<file path="src/design/olt_pkg.sv">
// ----------------------------------------------------------------------------
// olt_pkg: shared types and codes for the ordered list table
// Request and response payloads, action and status codes, cell controls.
// ----------------------------------------------------------------------------
package olt_pkg;

  // Action codes carried by a request
  localparam logic [1:0] ACT_APPEND = 2'd0;
  localparam logic [1:0] ACT_DELETE = 2'd1;
  localparam logic [1:0] ACT_LOOKUP = 2'd2;

  // Status codes carried by a response
  localparam logic [1:0] ST_OK      = 2'd0;
  localparam logic [1:0] ST_MISSING = 2'd1;
  localparam logic [1:0] ST_FULL    = 2'd2;

  localparam int unsigned VALUE_W = 32;
  localparam int unsigned POS_W   = 4;
  localparam int unsigned COUNT_W = 5;

  typedef struct packed {
    logic [1:0]                action;
    logic signed [VALUE_W-1:0] value;
  } req_t;

  typedef struct packed {
    logic [1:0]         status;
    logic [POS_W-1:0]   position;
    logic [COUNT_W-1:0] count;
  } rsp_t;

  // Broadcast controls from the sequencer to every cell
  typedef struct packed {
    logic cmp;     // register the match flag against the key
    logic append;  // first empty cell takes the key
    logic shift;   // marked cells take their right neighbor's contents
  } cell_ctrl_t;

endpackage

</file>
<file path="src/design/olt_cell.sv">
// ----------------------------------------------------------------------------
// olt_cell: one slot of the ordered list
// Holds one entry and its valid flag, compares against the broadcast key,
// and takes its right neighbor's contents when the list closes a gap.
// ----------------------------------------------------------------------------
module olt_cell
  import olt_pkg::*;
(
  input  logic               clk,
  input  logic               rst,
  input  cell_ctrl_t         ctrl,
  input  logic [VALUE_W-1:0] key,
  input  logic               shift_sel,   // this cell sits at or after the hit
  input  logic               prev_valid,  // left neighbor holds an entry
  input  logic               next_valid,  // right neighbor holds an entry
  input  logic [VALUE_W-1:0] next_data,
  output logic               valid,
  output logic [VALUE_W-1:0] data,
  output logic               hit
);

  logic is_tail_slot;

  // First empty slot: this one is empty and everything to the left is full
  assign is_tail_slot = !valid && prev_valid;

  // Valid flag: control state, cleared by reset
  always_ff @(posedge clk) begin
    if (rst) begin
      valid <= 1'b0;
    end else if (ctrl.append && is_tail_slot) begin
      valid <= 1'b1;
    end else if (ctrl.shift && shift_sel) begin
      valid <= next_valid;
    end
  end

  // Entry payload and match flag
  always_ff @(posedge clk) begin
    if (ctrl.append && is_tail_slot) begin
      data <= key;
    end else if (ctrl.shift && shift_sel) begin
      data <= next_data;
    end
    if (ctrl.cmp) begin
      hit <= valid && (data == key);
    end
  end

endmodule

</file>
<file path="src/design/olt_ctrl.sv">
// ----------------------------------------------------------------------------
// olt_ctrl: request sequencer for the ordered list
// Takes a request, broadcasts the compare, picks the first matching cell,
// drives the append or gap-closing shift and builds the response.
// ----------------------------------------------------------------------------
module olt_ctrl
  import olt_pkg::*;
#(
  parameter int unsigned CAPACITY = 16
) (
  input  logic                clk,
  input  logic                rst,
  input  logic                start,
  input  req_t                req,
  output logic                busy,
  output logic                done,
  output rsp_t                rsp,
  input  logic [CAPACITY-1:0] hit_vec,
  output cell_ctrl_t          ctrl,
  output logic [CAPACITY-1:0] shift_sel,
  output logic [VALUE_W-1:0]  key
);

  localparam int unsigned IDX_W = $clog2(CAPACITY);
  localparam int unsigned OCC_W = $clog2(CAPACITY + 1);

  typedef enum logic [1:0] {
    S_IDLE,
    S_MATCH,
    S_PICK,
    S_APPLY
  } state_t;

  state_t             state;
  logic [1:0]         act;
  logic [OCC_W-1:0]   occ;
  logic [OCC_W-1:0]   occ_next;
  logic               found;
  logic [IDX_W-1:0]   hit_pos;
  logic [CAPACITY-1:0] first_hit;
  logic [IDX_W-1:0]   first_pos;
  logic               accept;
  logic               full;
  logic [1:0]         status_now;
  logic [IDX_W-1:0]   pos_now;
  logic [31:0]        pos_ext;
  logic [31:0]        cnt_ext;

  assign busy   = (state == S_MATCH) || (state == S_PICK);
  assign accept = start && !busy;
  assign done   = (state == S_APPLY);
  assign full   = (occ == OCC_W'(CAPACITY));

  // Lowest set match bit, one-hot, then its index
  assign first_hit = hit_vec & (~hit_vec + CAPACITY'(1));

  always_comb begin
    first_pos = '0;
    for (int i = 0; i < CAPACITY; i++) begin
      if (first_hit[i]) begin
        first_pos = first_pos | IDX_W'(i);
      end
    end
  end

  // Cell controls
  always_comb begin
    ctrl.cmp    = (state == S_MATCH);
    ctrl.append = (state == S_APPLY) && (act == ACT_APPEND) && !full;
    ctrl.shift  = (state == S_APPLY) && (act == ACT_DELETE) && found;
  end

  // Outcome of the request in the apply cycle
  always_comb begin
    status_now = ST_MISSING;
    pos_now    = '0;
    occ_next   = occ;
    unique case (act)
      ACT_APPEND: begin
        if (full) begin
          status_now = ST_FULL;
        end else begin
          status_now = ST_OK;
          pos_now    = IDX_W'(occ);
          occ_next   = occ + OCC_W'(1);
        end
      end
      ACT_DELETE: begin
        if (found) begin
          status_now = ST_OK;
          pos_now    = hit_pos;
          occ_next   = occ - OCC_W'(1);
        end
      end
      ACT_LOOKUP: begin
        if (found) begin
          status_now = ST_OK;
          pos_now    = hit_pos;
        end
      end
      default: begin
        status_now = ST_MISSING;
      end
    endcase
  end

  assign pos_ext = 32'(pos_now);
  assign cnt_ext = 32'(occ_next);

  always_comb begin
    rsp.status   = status_now;
    rsp.position = pos_ext[POS_W-1:0];
    rsp.count    = cnt_ext[COUNT_W-1:0];
  end

  // Sequencer state and occupancy
  always_ff @(posedge clk) begin
    if (rst) begin
      state <= S_IDLE;
      occ   <= '0;
    end else begin
      unique case (state)
        S_IDLE: begin
          if (accept) begin
            state <= S_MATCH;
          end
        end
        S_MATCH: begin
          state <= S_PICK;
        end
        S_PICK: begin
          state <= S_APPLY;
        end
        S_APPLY: begin
          occ   <= occ_next;
          state <= accept ? S_MATCH : S_IDLE;
        end
        default: begin
          state <= S_IDLE;
        end
      endcase
    end
  end

  // Request payload and match selection
  always_ff @(posedge clk) begin
    if (accept) begin
      act <= req.action;
      key <= req.value;
    end
    if (state == S_PICK) begin
      found     <= |hit_vec;
      hit_pos   <= first_pos;
      // cells at or after the first match close the gap
      shift_sel <= ~(first_hit - CAPACITY'(1));
    end
  end

endmodule

</file>
<file path="src/design/ordered_list_table.sv">
// ----------------------------------------------------------------------------
// ordered_list_table: insertion-ordered list with append, delete, lookup
// Each start transfer runs through the compare, first-match pick and apply
// states over the cell row; the response strobe (done) marks the apply state.
// Busy covers the compare and pick states, and a new start is taken in the
// cycle that carries done.
// Reset (rst, synchronous): list empty, count 0; entry contents are kept.
// ----------------------------------------------------------------------------
module ordered_list_table
  import olt_pkg::*;
#(
  parameter int unsigned CAPACITY = 16
) (
  input  logic clk,
  input  logic rst,
  input  logic start,
  output logic busy,
  input  req_t req,
  output logic done,
  output rsp_t rsp
);

  cell_ctrl_t          ctrl;
  logic [VALUE_W-1:0]  key;
  logic [CAPACITY-1:0] shift_sel;
  logic [CAPACITY-1:0] valid;
  logic [CAPACITY-1:0] hit;
  logic [VALUE_W-1:0]  cell_data [CAPACITY];

  // Request sequencer
  olt_ctrl #(
    .CAPACITY(CAPACITY)
  ) u_ctrl (
    .clk      (clk),
    .rst      (rst),
    .start    (start),
    .req      (req),
    .busy     (busy),
    .done     (done),
    .rsp      (rsp),
    .hit_vec  (hit),
    .ctrl     (ctrl),
    .shift_sel(shift_sel),
    .key      (key)
  );

  // Row of cells, head at index 0
  for (genvar i = 0; i < CAPACITY; i++) begin : g_cell
    logic               prev_v;
    logic               next_v;
    logic [VALUE_W-1:0] next_d;

    if (i == 0) begin : g_head
      assign prev_v = 1'b1;
    end else begin : g_body
      assign prev_v = valid[i-1];
    end

    if (i == CAPACITY - 1) begin : g_tail
      assign next_v = 1'b0;
      assign next_d = '0;
    end else begin : g_link
      assign next_v = valid[i+1];
      assign next_d = cell_data[i+1];
    end

    olt_cell u_cell (
      .clk       (clk),
      .rst       (rst),
      .ctrl      (ctrl),
      .key       (key),
      .shift_sel (shift_sel[i]),
      .prev_valid(prev_v),
      .next_valid(next_v),
      .next_data (next_d),
      .valid     (valid[i]),
      .data      (cell_data[i]),
      .hit       (hit[i])
    );
  end

endmodule

</file>
<file path="config.mk">
export PLATFORM = sky130hd
export DESIGN_NAME = ordered_list_table
export DESIGN_NICKNAME = d
export VERILOG_FILES = /design/src/design/olt_pkg.sv /design/src/design/olt_cell.sv /design/src/design/olt_ctrl.sv /design/src/design/ordered_list_table.sv
export SDC_FILE = /design/constraint.sdc
export NUM_CORES = 1
export LEC_CHECK = 0
export BUFFER_PORTS_ARGS = -buffer_cell sky130_fd_sc_hd__buf_2
export CAP_MARGIN = 10
export CORE_MARGIN = 1
export CORE_UTILIZATION = 59
export CTS_BUF_LIST = sky130_fd_sc_hd__clkbuf_4
export CTS_CLUSTER_DIAMETER = 120
export CTS_CLUSTER_SIZE = 25
export DETAILED_ROUTE_END_ITERATION = 6
export GPL_TIMING_DRIVEN = 0
export HOLD_SLACK_MARGIN = 0.06
export PLACE_DENSITY = 0.78
export SETUP_SLACK_MARGIN = 0.5
export SKIP_LAST_GASP = 1
export SYNTH_ARGS = -nofsm -noshare
export SYNTH_HDL_FRONTEND = slang
export SYNTH_SLANG_ARGS = --single-unit
</file>
<file path="constraint.sdc">
create_clock -name clk -period 3.05 [get_ports clk]
set_input_delay 0.7625 -clock clk [delete_from_list [all_inputs] [get_ports clk]]
set_output_delay 0.7625 -clock clk [all_outputs]
set_load 0.03 [all_outputs]
</file>
# [Word-level counts from Yosys, hierarchy flattened]
# Cells that the tools add are included.
[op_classes] n_addsub=4 eq_ne=23 muxes=87 n_bitwise=3 reduce_logical=110
[op_table] operator="32-bit 2-to-1 mux" n=32
[op_table] operator="32-bit == test" n=16
[op_table] operator="1-bit logical AND" n=68
[op_table] operator="1-bit 2-to-1 mux" n=37
[op_table] operator="16-bit inverter" n=2
[op_table] operator="2-bit nonzero test" n=16
[op_table] operator="1-bit zero test" n=18
[op_table] operator="16-bit by 1-bit adder with 16-bit output, second input constant" n=1
[op_table] operator="16-bit AND" n=1
[op_table] operator="16-bit OR reduction" n=1
[op_table] operator="16-bit by 1-bit subtractor with 16-bit output, second input constant" n=1
[op_table] operator="2-bit 2-to-1 mux" n=6
[op_table] operator="3-bit 2-to-1 mux" n=4
[op_table] operator="5-bit 2-to-1 mux" n=2
[op_table] operator="5-bit case mux with 2 select lines" n=1
[op_table] operator="4-bit 2-to-1 mux" n=2
[op_table] operator="2-bit case mux with 4 select lines" n=1
[op_table] operator="4-bit case mux with 2 select lines" n=1
[op_table] operator="8-bit OR reduction" n=1
[op_table] operator="2-bit == test, second input constant" n=3
[op_table] operator="5-bit by 1-bit adder with 5-bit output, second input constant" n=1
[op_table] operator="5-bit == test, second input constant" n=1
[op_table] operator="5-bit by 1-bit subtractor with 5-bit output, second input constant" n=1
[op_table] operator="2-bit by 1-bit == test with 1-bit output, second input constant" n=2
[op_table] operator="other kinds (6)" n=8
[totals] regBits=606 input_bits=37 out_inout_bits=13 wordCells=285

# [Depth between registers and ports, before layout]
# Gate-level depths: netlist (run 1).
[depth] word_depth=14 depth_mapped=10

# [Cells and area by module]
# Synthesis (run 1) repeated with hierarchy kept, for this count alone.
[unflattened] hier_cells=2088 area_unflattened_um2=31353.8
[by_module_without_submodules] module="olt_cell" instances=16 cells_per_inst=118 area_per_inst_um2=1791.7 seq_area_each_um2=1011.0
[by_module_without_submodules] module="olt_ctrl" instances=1 cells_per_inst=198 area_per_inst_um2=2678.8 seq_area_each_um2=1791.7
[by_module_without_submodules] module="ordered_list_table" instances=1 cells_per_inst=2 area_per_inst_um2=7.5 seq_area_each_um2=0.0

# [Worst setup path after synthesis (run 1)]
# Ideal clock, no wire load.
[synth_timing] kind="reg-to-reg" from="register u_ctrl.state[0]" to="register g_cell[10].u_cell.data[0] (enable)" setup_time_ns=0.389 arrival_time_ns=2.592 required_ns=2.661 path_slack_ns=0.069 stages_incl_launch_ff=9 period_less_slack_ns=2.981 cell_sequence="dfxtp_1 > ha_1 > clkbuf_1 > and3_4 > buf_6 > buf_12 > nand3b_4 > buf_12 > nand2_1"
[synth_via] elab_chain_cells=5 word_cells_on_any_way=8
[synth_rtl] item="start, declared" line="olt_ctrl.sv:34" text="state_t state;"
[synth_rtl] item="start signal, assigned" line="olt_ctrl.sv:136" text="state <= accept ? S_MATCH : S_IDLE;"
[synth_rtl] item="2-bit == test *"
[synth_rtl] item="named net done" line="ordered_list_table.sv:19" text="output logic done,"
[synth_rtl] item="1-bit logical AND (on tied branches) (2 in series)" line="olt_ctrl.sv:70, olt_ctrl.sv:69"
[synth_rtl] item="1-bit logical AND (on tied branches)" line="olt_cell.sv:42, olt_cell.sv:40"
[synth_rtl] item="2-bit nonzero test (no line) *"
[synth_rtl] item="end signal, assigned" line="olt_cell.sv:41" text="data <= key;"
[synth_rtl] item="end signal, assigned" line="olt_cell.sv:43" text="data <= next_data;"
[synth_rtl] item="end, declared" line="olt_cell.sv:18" text="output logic [VALUE_W-1:0] data,"
# The timed path passes the listed nets; every way through them passes the cells marked *.
# A chain may end at the register's enable or synchronous reset.

==> out/metrics.yaml, run 1 <==
timing:
  setup-violations-final: 10
  finalClockSkew_ns: 0.115
  finalHoldViolCount: 0
  worst_slack_ns: -0.423
  timing.fmax_ghz: 0.288
  period_minus_slack_ns: 3.47
  slew-limit-headroom_pct: 19.4
  grt_setup_unrepaired: "yes"
  worst_slew_pin_slew_ns: 1.21
  layout_worst_path_cycle_share_pct: 114
  pins_over_their_slew_limit: 0
clocking:
  cts_bufs_inserted: 28
  clkTransAtPathRegs_ns: 0.28
  num_clock_sinks: 606
  clkLatencyLatePin_ns: 0.95
  library_cell_used_as_clock_root_buffer: "sky130_fd_sc_hd__clkbuf_4"
  cts-htree-levels: 1
  tritoncts_clock_tree: "done"
  clock_tree.buffer_depth: 3
worst_setup_path:
  timing.critical_path.required_ns: 2.29
  timing.critical_path.to_type: "primary output"
  crit_fanout: 2
  path_common_cell: "sky130_fd_sc_hd__buf_4"
  critPathSlowestCell: "sky130_fd_sc_hd__dfxtp_4"
  path_delay_family: "buffers and inverters"
  worstSetupStartpointType: "flip-flop"
  timing.critical_path.arrival_ns: 2.71
  critPathKind: "flip-flop to primary output"
  slowest_delay_ns: 0.42
  critical_path_buf_inv_count: 4
  critical_path.cell_chain: "inv_4 > ha_4 > nor3b_4 > buf_4 > buf_6 > nand3_1 > o21ai_2 > nor2_1 > a21oi_1 > buf_4"
grt:
  overflow: 0
  antenna_found_initial: 2
  grt_util_all_layers_pct: 33.7
  vias_in_the_first_global_route: 19028
  grt_start_max_net_pins: 34
  first_pass_grt_wire_length_um: 133000
power:
  p_switching_mw: 7.32
  seqPwrFrac_pct: 49.5
  combinationalPowerShare_pct: 34.0
  p_int_mw: 12.6
  pwr-share-clk_pct: 16.5
  static-leakage-power_nw: 14.2
  pwr_density_cell_mw_per_mm2: 527
  vdd.ir_drop.worst_v: 0.000458
  swShare_pct: 36.8
logic_synthesis:
  synth-seq-cells: 606
  yosys.area.top_type_share_pct: 53.4
  netlist.top_cell.by_area: "sky130_fd_sc_hd__edfxtp_1"
  netlist_top_cells_area: "sky130_fd_sc_hd__edfxtp_1, sky130_fd_sc_hd__mux2_4, sky130_fd_sc_hd__xnor2_1"
  synthTopCellsByCount: "sky130_fd_sc_hd__edfxtp_1, sky130_fd_sc_hd__xnor2_1, sky130_fd_sc_hd__mux2_4"
  number_of_flops_mapped_to_enable_cells_by_yosys: 583
  synth_cell_type_count: 53
  ys_dominant_reg_cell: "sky130_fd_sc_hd__edfxtp_1"
  ys_warn_count: 0
  post_synth.cell_area_avg_um2: 14.9
  synth_sequential_area_ratio_pct: 54.8
  post-synth-top-count-cell: "sky130_fd_sc_hd__edfxtp_1"
  asyncSetResetFlopFracSynth_pct: 0
  syn_area_mm2: 0.0328
  post_synthesis_cell_count: 2204
  synth_fp_nets: 2252
floorplanning:
  dieHeight_um: 238
  width_of_the_chip_um: 238
  placeableCoreArea_mm2: 0.0550
  io_pins: 50
  rows: 86
  area_enclosed_by_the_die_boundary_mm2: 0.0565
  starting_density_pct: 59.7
outcome:
  violations: "negative setup slack"
  status: "complete, but fails checks"
placement:
  io_buffers: 49
  dpl.hpwl_um: 74900
  dpl_worst_slack_ns: -0.852
  finalWeightedCongestion: 1.01
final_layout:
  layout.nets: 2470
  areaGrowthSynthToFinish_pct: 15.0
  share_of_cells_above_drive_strength_1_pct: 39.8
  sequential_cell_area_mm2: 0.0180
  filler_cell_count: 3577
  multi_input_area_mm2: 0.0149
  finish.utilization_pct: 68.6
run:
  drv_cap: 0
hold_path:
  min_path_type: "input pin to flip-flop"
route:
  detailroute.via_count: 19757
  detail_route.wirelength_um: 99500
  vias_per_cell: 6.18
  wl_per_cell_um: 31.1
  drt_drc_violations_left: 0
  drt-pass1-iter-count: 7
  drt-initial-drc-count: 2112
  route.antenna.remaining_nets: 0
-- flip-flops by register name (all words and copies together) (netlist names) --
register / cells
u_ctrl.hit_pos: 4
u_ctrl.state: 2
g_cell.u_cell.data: 512
u_ctrl.found: 1
u_ctrl.key: 32
u_ctrl.act: 2
g_cell.u_cell.hit: 16
u_ctrl.shift_sel: 16
g_cell.u_cell.valid: 16
u_ctrl.occ: 5
-- power by group through the flow --
stage	registers (mW)	clock network [mW]	logic [mW]
2_1_floorplan	9.91	0	3.45
3_3_place_gp	9.98	0	5.64
3_5_place_dp	9.99	0	5.81
4_1_cts	9.82	3.24	6.33
5_1_grt	9.88	3.51	6.89
6_report	9.84	3.29	6.76
-- final cells by class --
type                    instances  area share [%]
well taps                     748            2.48
inverters                      15           0.169
plain buffers                 187            4.20
flip-flops and latches        606            47.7
repair buffers                174            4.91
diodes                          3          0.0199
clock inverters                 1          0.0531
clock buffers                  51            1.01
multi-input cells            1410            39.5
-- metal layers --
layer	up-vias	global-route usage [%]	wire length, µm
met5	-	0	0
met4	0	22.5	8850
met3	283	3.02	5770
met2	950	56.5	48000
met1	9983	41.6	36800
li1	8541	-	-
-- worst reg2reg max path, stage by stage (launching register included) --
cell,delay (ns)
sky130_fd_sc_hd__dfxtp_4,0.43
sky130_fd_sc_hd__inv_4,0.04
sky130_fd_sc_hd__ha_4,0.15
sky130_fd_sc_hd__nor3b_4,0.15
sky130_fd_sc_hd__nand2_2,0.14
sky130_fd_sc_hd__buf_6,0.11
sky130_fd_sc_hd__buf_6,0.11
sky130_fd_sc_hd__and3_4,0.20
sky130_fd_sc_hd__buf_12,0.14
sky130_fd_sc_hd__buf_12,0.16
sky130_fd_sc_hd__nand3b_4,0.21
sky130_fd_sc_hd__buf_4,0.23
sky130_fd_sc_hd__buf_16,0.14
sky130_fd_sc_hd__mux2_4,0.29
-- cells in the final DEF, fill, tap and decap left out, types with 6 or more instances in the layout --
master                          count
sky130_fd_sc_hd__mux2i_1           18
sky130_fd_sc_hd__xnor2_1          386
sky130_fd_sc_hd__buf_12            39
sky130_fd_sc_hd__buf_2             53
sky130_fd_sc_hd__nor4_1            32
sky130_fd_sc_hd__nor4_4            14
sky130_fd_sc_hd__xnor2_2           37
sky130_fd_sc_hd__xor2_1            84
sky130_fd_sc_hd__nand2_1           20
sky130_fd_sc_hd__dlygate4sd3_1     34
sky130_fd_sc_hd__nand3b_4          11
sky130_fd_sc_hd__mux2_4           277
sky130_fd_sc_hd__nand2_8           21
sky130_fd_sc_hd__nor2_1            14
sky130_fd_sc_hd__a21oi_1           29
sky130_fd_sc_hd__mux2_2           203
sky130_fd_sc_hd__ha_1               6
sky130_fd_sc_hd__nand4_1          109
sky130_fd_sc_hd__clkbuf_4          61
sky130_fd_sc_hd__clkbuf_16         19
sky130_fd_sc_hd__inv_1              9
sky130_fd_sc_hd__dfxtp_1           19
sky130_fd_sc_hd__clkbuf_2          44
sky130_fd_sc_hd__clkbuf_1          36
sky130_fd_sc_hd__buf_6             31
sky130_fd_sc_hd__xnor2_4            6
sky130_fd_sc_hd__and2_1            32
sky130_fd_sc_hd__nand2_2            7
sky130_fd_sc_hd__buf_4             89
sky130_fd_sc_hd__edfxtp_1         583
sky130_fd_sc_hd__nor4_2             6
sky130_fd_sc_hd__nand3_1           24
-- timing repair --
item / CTS / global route
endpoints found under the hold margin: 34 / 0
setup endpoints to repair: 906 / 966
gates resized for setup: 247 / 136
gates cloned: 5 / 31
pin swaps: 17 / 10
setup buffers: 25 / 43
hold buffers: 34 / 0
-- kinds of logic (layout without fill, tap and decap cells) --
| logic type | count (synthesis) | in the layout | synth area share, % |
|---|---|---|---|
| flip-flops | 606 | 606 | 54.8 |
| XOR/XNOR | 513 | 513 | 13.7 |
| multiplexers | 498 | 498 | 19.9 |
| AND/OR/NAND/NOR | 312 | 323 | 5.93 |
| buffers and inverters | 202 | 428 | 4.08 |
| AO/OA/AOI/OAI | 62 | 65 | 1.18 |
| adder cells (fa/ha/maj) | 11 | 11 | 0.420 |
| other | 0 | 3 | 0 |
-- per-stage QoR --
stage | total power [mW] | cell area (µm²) | cells | hold WS (ns) | setup TNS, ns
floorplan | 13.4 | 32900 | 2204 | 0.500 | 0
global placement | 15.6 | 34100 | 3001 | 0.547 | -56.74
detailed placement | 15.8 | 34100 | 3002 | 0.575 | -86.88
CTS | 19.4 | 36200 | 3118 | 0.0844 | -2.88
global route | 20.3 | 37700 | 3193 | 0.107 | -3.28
finish | 19.9 | 37700 | 3195 | 0.134 | -2.21
-- worst paths after layout --
check                                    end  slack (ns)                  startpoint  cells past startpoint
hold reg to reg   g_cell[11].u_cell.data[21]        0.56  g_cell[12].u_cell.data[21]                      1
hold / removal               u_ctrl.state[1]        0.13                         rst                      2
setup / recovery                      rsp[4]       -0.42               u_ctrl.occ[0]                     10
setup reg to reg  g_cell[13].u_cell.data[16]        0.27               u_ctrl.occ[0]                     13
No activity file was read; power rests on OpenSTA's default activity.
==> run 2: changes to the inputs <==
ABC_AREA = 1   (was default)
CORE_UTILIZATION = 25   (was 59)
PLACE_DENSITY = default   (was 0.78)
RECOVER_POWER = 25   (was default)
==> out/metrics.yaml, run 2 <==
outcome:
  status: "complete, but fails checks"  # unchanged
  violations: "negative setup slack"  # unchanged
clocking:
  num_clock_sinks: 606  # unchanged
  cts_bufs_inserted: 29  # was 28
  tritoncts_clock_tree: "done"  # unchanged
  clkTransAtPathRegs_ns: 0.28  # about the same
  clock_tree.buffer_depth: 3  # unchanged
  cts-htree-levels: 1  # unchanged
  library_cell_used_as_clock_root_buffer: "sky130_fd_sc_hd__clkbuf_4"  # unchanged
  clkLatencyLatePin_ns: 1.07  # was 0.95 ns
final_layout:
  share_of_cells_above_drive_strength_1_pct: 10.9  # was 39.8%
  max_reg_flops: 512  # unchanged
  layout.nets: 4342  # was 2470
  areaGrowthSynthToFinish_pct: 12.9  # was 15.0%
  final_cell_mix: "sky130_fd_sc_hd__nand2_1, sky130_fd_sc_hd__edfxtp_1, sky130_fd_sc_hd__o21ai_0"  # was sky130_fd_sc_hd__edfxtp_1, sky130_fd_sc_hd__xnor2_1, sky130_fd_sc_hd__mux2_4
  largestRegisters: "g_cell.u_cell.data: 512 flops, u_ctrl.key: 32 flops"  # unchanged
  largest-register: "g_cell.u_cell.data"  # unchanged
  final_common_cell: "sky130_fd_sc_hd__nand2_1"  # was sky130_fd_sc_hd__edfxtp_1
  final_cells: 6087  # was 3195
worst_setup_path:
  slowest_delay_ns: 0.55  # was 0.42 ns
  critical_path.cell_chain: "inv_2 > ha_4 > clkbuf_8 > nand2_1 > a21oi_2 > buf_6"  # was inv_4 > ha_4 > nor3b_4 > buf_4 > buf_6 > nand3_1 > o21ai_2 > nor2_1 > a21oi_1 > buf_4
  timing.critical_path.arrival_ns: 2.46  # was 2.71 ns
  critPathKind: "flip-flop to primary output"  # unchanged
  timing.critical_path.to_type: "primary output"  # unchanged
  crit_fanout: 6  # was 2
  path_delay_family: "flip-flops"  # was buffers and inverters
  timing.critical_path.required_ns: 2.29  # about the same
  critical_path_buf_inv_count: 3  # was 4
  worstSetupStartpointType: "flip-flop"  # unchanged
  critPathSlowestCell: "sky130_fd_sc_hd__edfxtp_1"  # was sky130_fd_sc_hd__dfxtp_4
hold_path:
  min_path_type: "input pin to flip-flop"  # unchanged
power:
  pwr_density_cell_mw_per_mm2: 588  # was 527 mW/mm²
  static-leakage-power_nw: 16.3  # was 14.2 nW
  vdd.ir_drop.worst_v: 0.000344  # was 0.000458 V
timing:
  finalHoldWorstSlack_ns: 0.263  # was 0.134 ns
  period_minus_slack_ns: 3.22  # was 3.47 ns
  finalHoldViolCount: 0  # unchanged
  setup-violations-final: 73  # was 10
  worst_slew_pin_slew_ns: 1.21  # about the same
  layout_worst_path_cycle_share_pct: 106  # was 114%
  grt_setup_unrepaired: "yes"  # unchanged
  slew-limit-headroom_pct: 19.5  # was 19.4%
  finalClockSkew_ns: 0.103  # was 0.115 ns
  timing.fmax_ghz: 0.310  # was 0.288 GHz
  pins_over_their_slew_limit: 0  # unchanged
  worst_slack_ns: -0.173  # was -0.423 ns
floorplanning:
  io_pins: 50  # unchanged
  starting_density_pct: 25.2  # was 59.7%
  width_of_the_chip_um: 369  # was 238 µm
  placeableCoreArea_mm2: 0.133  # was 0.0550 mm²
  dieHeight_um: 369  # was 238 µm
  area_enclosed_by_the_die_boundary_mm2: 0.136  # was 0.0565 mm²
  rows: 134  # was 86
logic_synthesis:
  asyncSetResetFlopFracSynth_pct: 0  # unchanged
  ys_dominant_reg_cell: "sky130_fd_sc_hd__edfxtp_1"  # unchanged
  netlist.top_cell.by_area: "sky130_fd_sc_hd__edfxtp_1"  # unchanged
  synth_fp_nets: 4161  # was 2252
  synth_cell_type_count: 36  # was 53
  post_synth.cell_area_avg_um2: 8.17  # was 14.9 µm²
  yosys.area.top_type_share_pct: 52.1  # was 53.4%
  synth-seq-cells: 606  # unchanged
  synth_sequential_area_ratio_pct: 53.5  # was 54.8%
  number_of_flops_mapped_to_enable_cells_by_yosys: 583  # unchanged
  ys_warn_count: 0  # unchanged
  post-synth-top-count-cell: "sky130_fd_sc_hd__nand2_1"  # was sky130_fd_sc_hd__edfxtp_1
  syn_area_mm2: 0.0336  # was 0.0328 mm²
  synthTopCellsByCount: "sky130_fd_sc_hd__nand2_1, sky130_fd_sc_hd__edfxtp_1, sky130_fd_sc_hd__o21ai_0"  # was sky130_fd_sc_hd__edfxtp_1, sky130_fd_sc_hd__xnor2_1, sky130_fd_sc_hd__mux2_4
  netlist_top_cells_area: "sky130_fd_sc_hd__edfxtp_1, sky130_fd_sc_hd__nand2_1, sky130_fd_sc_hd__o21ai_0"  # was sky130_fd_sc_hd__edfxtp_1, sky130_fd_sc_hd__mux2_4, sky130_fd_sc_hd__xnor2_1
  post_synthesis_cell_count: 4113  # was 2204
route:
  drt-pass1-iter-count: 6  # was 7
  drt_drc_violations_left: 0  # unchanged
  detailroute.via_count: 28748  # was 19757
  detail_route.wirelength_um: 143000  # was 99500 µm
  vias_per_cell: 4.72  # was 6.18
  wl_per_cell_um: 23.5  # was 31.1 µm
  route.antenna.remaining_nets: 0  # unchanged
  drt-initial-drc-count: 3401  # was 2112
placement:
  dpl.hpwl_um: 116000  # was 74900 µm
  post-place-cells: 5938  # was 3002
  io_buffers: 49  # unchanged
  finalWeightedCongestion: 1.02  # was 1.01
grt:
  first_pass_grt_wire_length_um: 196000  # was 133000 µm
  grt_start_max_net_pins: 33  # was 34
  antenna_found_initial: 5  # was 2
  vias_in_the_first_global_route: 26803  # was 19028
  grt_util_all_layers_pct: 20.5  # was 33.7%
  overflow: 0  # unchanged
run:
  drv_cap: 0  # unchanged
==> run 2: metrics by stage <==
stage / power, mW / setup TNS (ns) / instance area [µm²] / setup slack (ns) / utilization (%)
after floorplan: 14.1 / 0 / 33600 / 0.540 / -
after global placement: 17.9 / -44.61 / 36100 / -1.06 / 27.1
after detailed placement: 18.0 / -5.81 / 36300 / -0.481 / 27.2
after CTS: 22.1 / -2.00 / 38000 / -0.207 / 28.5
after global routing: 23.0 / -33.12 / 37900 / -0.289 / 28.4
final: 22.3 / -5.08 / 37900 / -0.173 / 28.4
==> run 2: worst register-to-register path, cell delays in order (launching register included) <==
cell and delay, ns:
sky130_fd_sc_hd__edfxtp_1 0.55, sky130_fd_sc_hd__inv_2 0.10, sky130_fd_sc_hd__ha_4 0.18, sky130_fd_sc_hd__clkbuf_4 0.14, sky130_fd_sc_hd__nand3_2 0.08, sky130_fd_sc_hd__clkinvlp_2 0.36, sky130_fd_sc_hd__buf_2 0.45, sky130_fd_sc_hd__nand3_1 0.57
sky130_fd_sc_hd__o21ai_4 0.26, sky130_fd_sc_hd__buf_12 0.19
==> run 2: power breakdown <==
group | internal, mW | leakage, nW | switching [mW]
Combinational | 2.11 | 10.7 | 6.62
Clock | 0.708 | 0.240 | 2.77
Sequential | 9.71 | 5.38 | 0.388
==> run 2: timing repair <==
item | in CTS | in global routing
setup endpoints to repair | 683 | 426
gates resized for setup | 204 | 64
cloned | 2 | 0
endpoints found under the hold margin | 37 | 0
pin swaps | 20 | 9
setup buffers | 47 | 9
hold buffers | 35 | 0
==> run 2: per-layer routing <==
metal / up-vias / GRT usage, % / routed length (µm)
met5: - / 0 / 45
met4: 6 / 9.59 / 7890
met3: 253 / 1.70 / 9860
met1: 13664 / 27.7 / 60500
met2: 1278 / 33.1 / 64600
li1: 13547 / - / -
==> run 2: final cells by class <==
| type | instances | area, µm² |
|---|---|---|
| fillers | 14501 | 95500 |
| inverters | 392 | 1540 |
| plain buffers | 247 | 1410 |
| repair buffers | 149 | 1310 |
| flip-flops and latches | 606 | 18000 |
| clock inverters | 7 | 62.6 |
| multi-input cells | 2869 | 13100 |
| clock buffers | 46 | 345 |
| well taps | 1768 | 2210 |
| diodes | 3 | 7.51 |
==> run 2: logic make-up after synthesis <==
kind of cell	Yosys count	share of synthesized area, %
buf+inv	639	8.44
compound gates	648	10.3
simple gates	2084	24.1
xor+xnor	125	3.26
fa+ha+maj	11	0.409
flops	606	53.5
==> run 2: path summary, 6_finish.rpt <==
path	start	endpoint	slack (ns)	cells after the start
hold / removal	start	u_ctrl.state[0]	0.26	5
setup / recovery	u_ctrl.act[0]	rsp[5]	-0.17	6
setup reg to reg	u_ctrl.act[0]	g_cell[15].u_cell.data[4]	-0.09	9
hold reg to reg	g_cell[15].u_cell.valid	g_cell[15].u_cell.valid	0.52	2
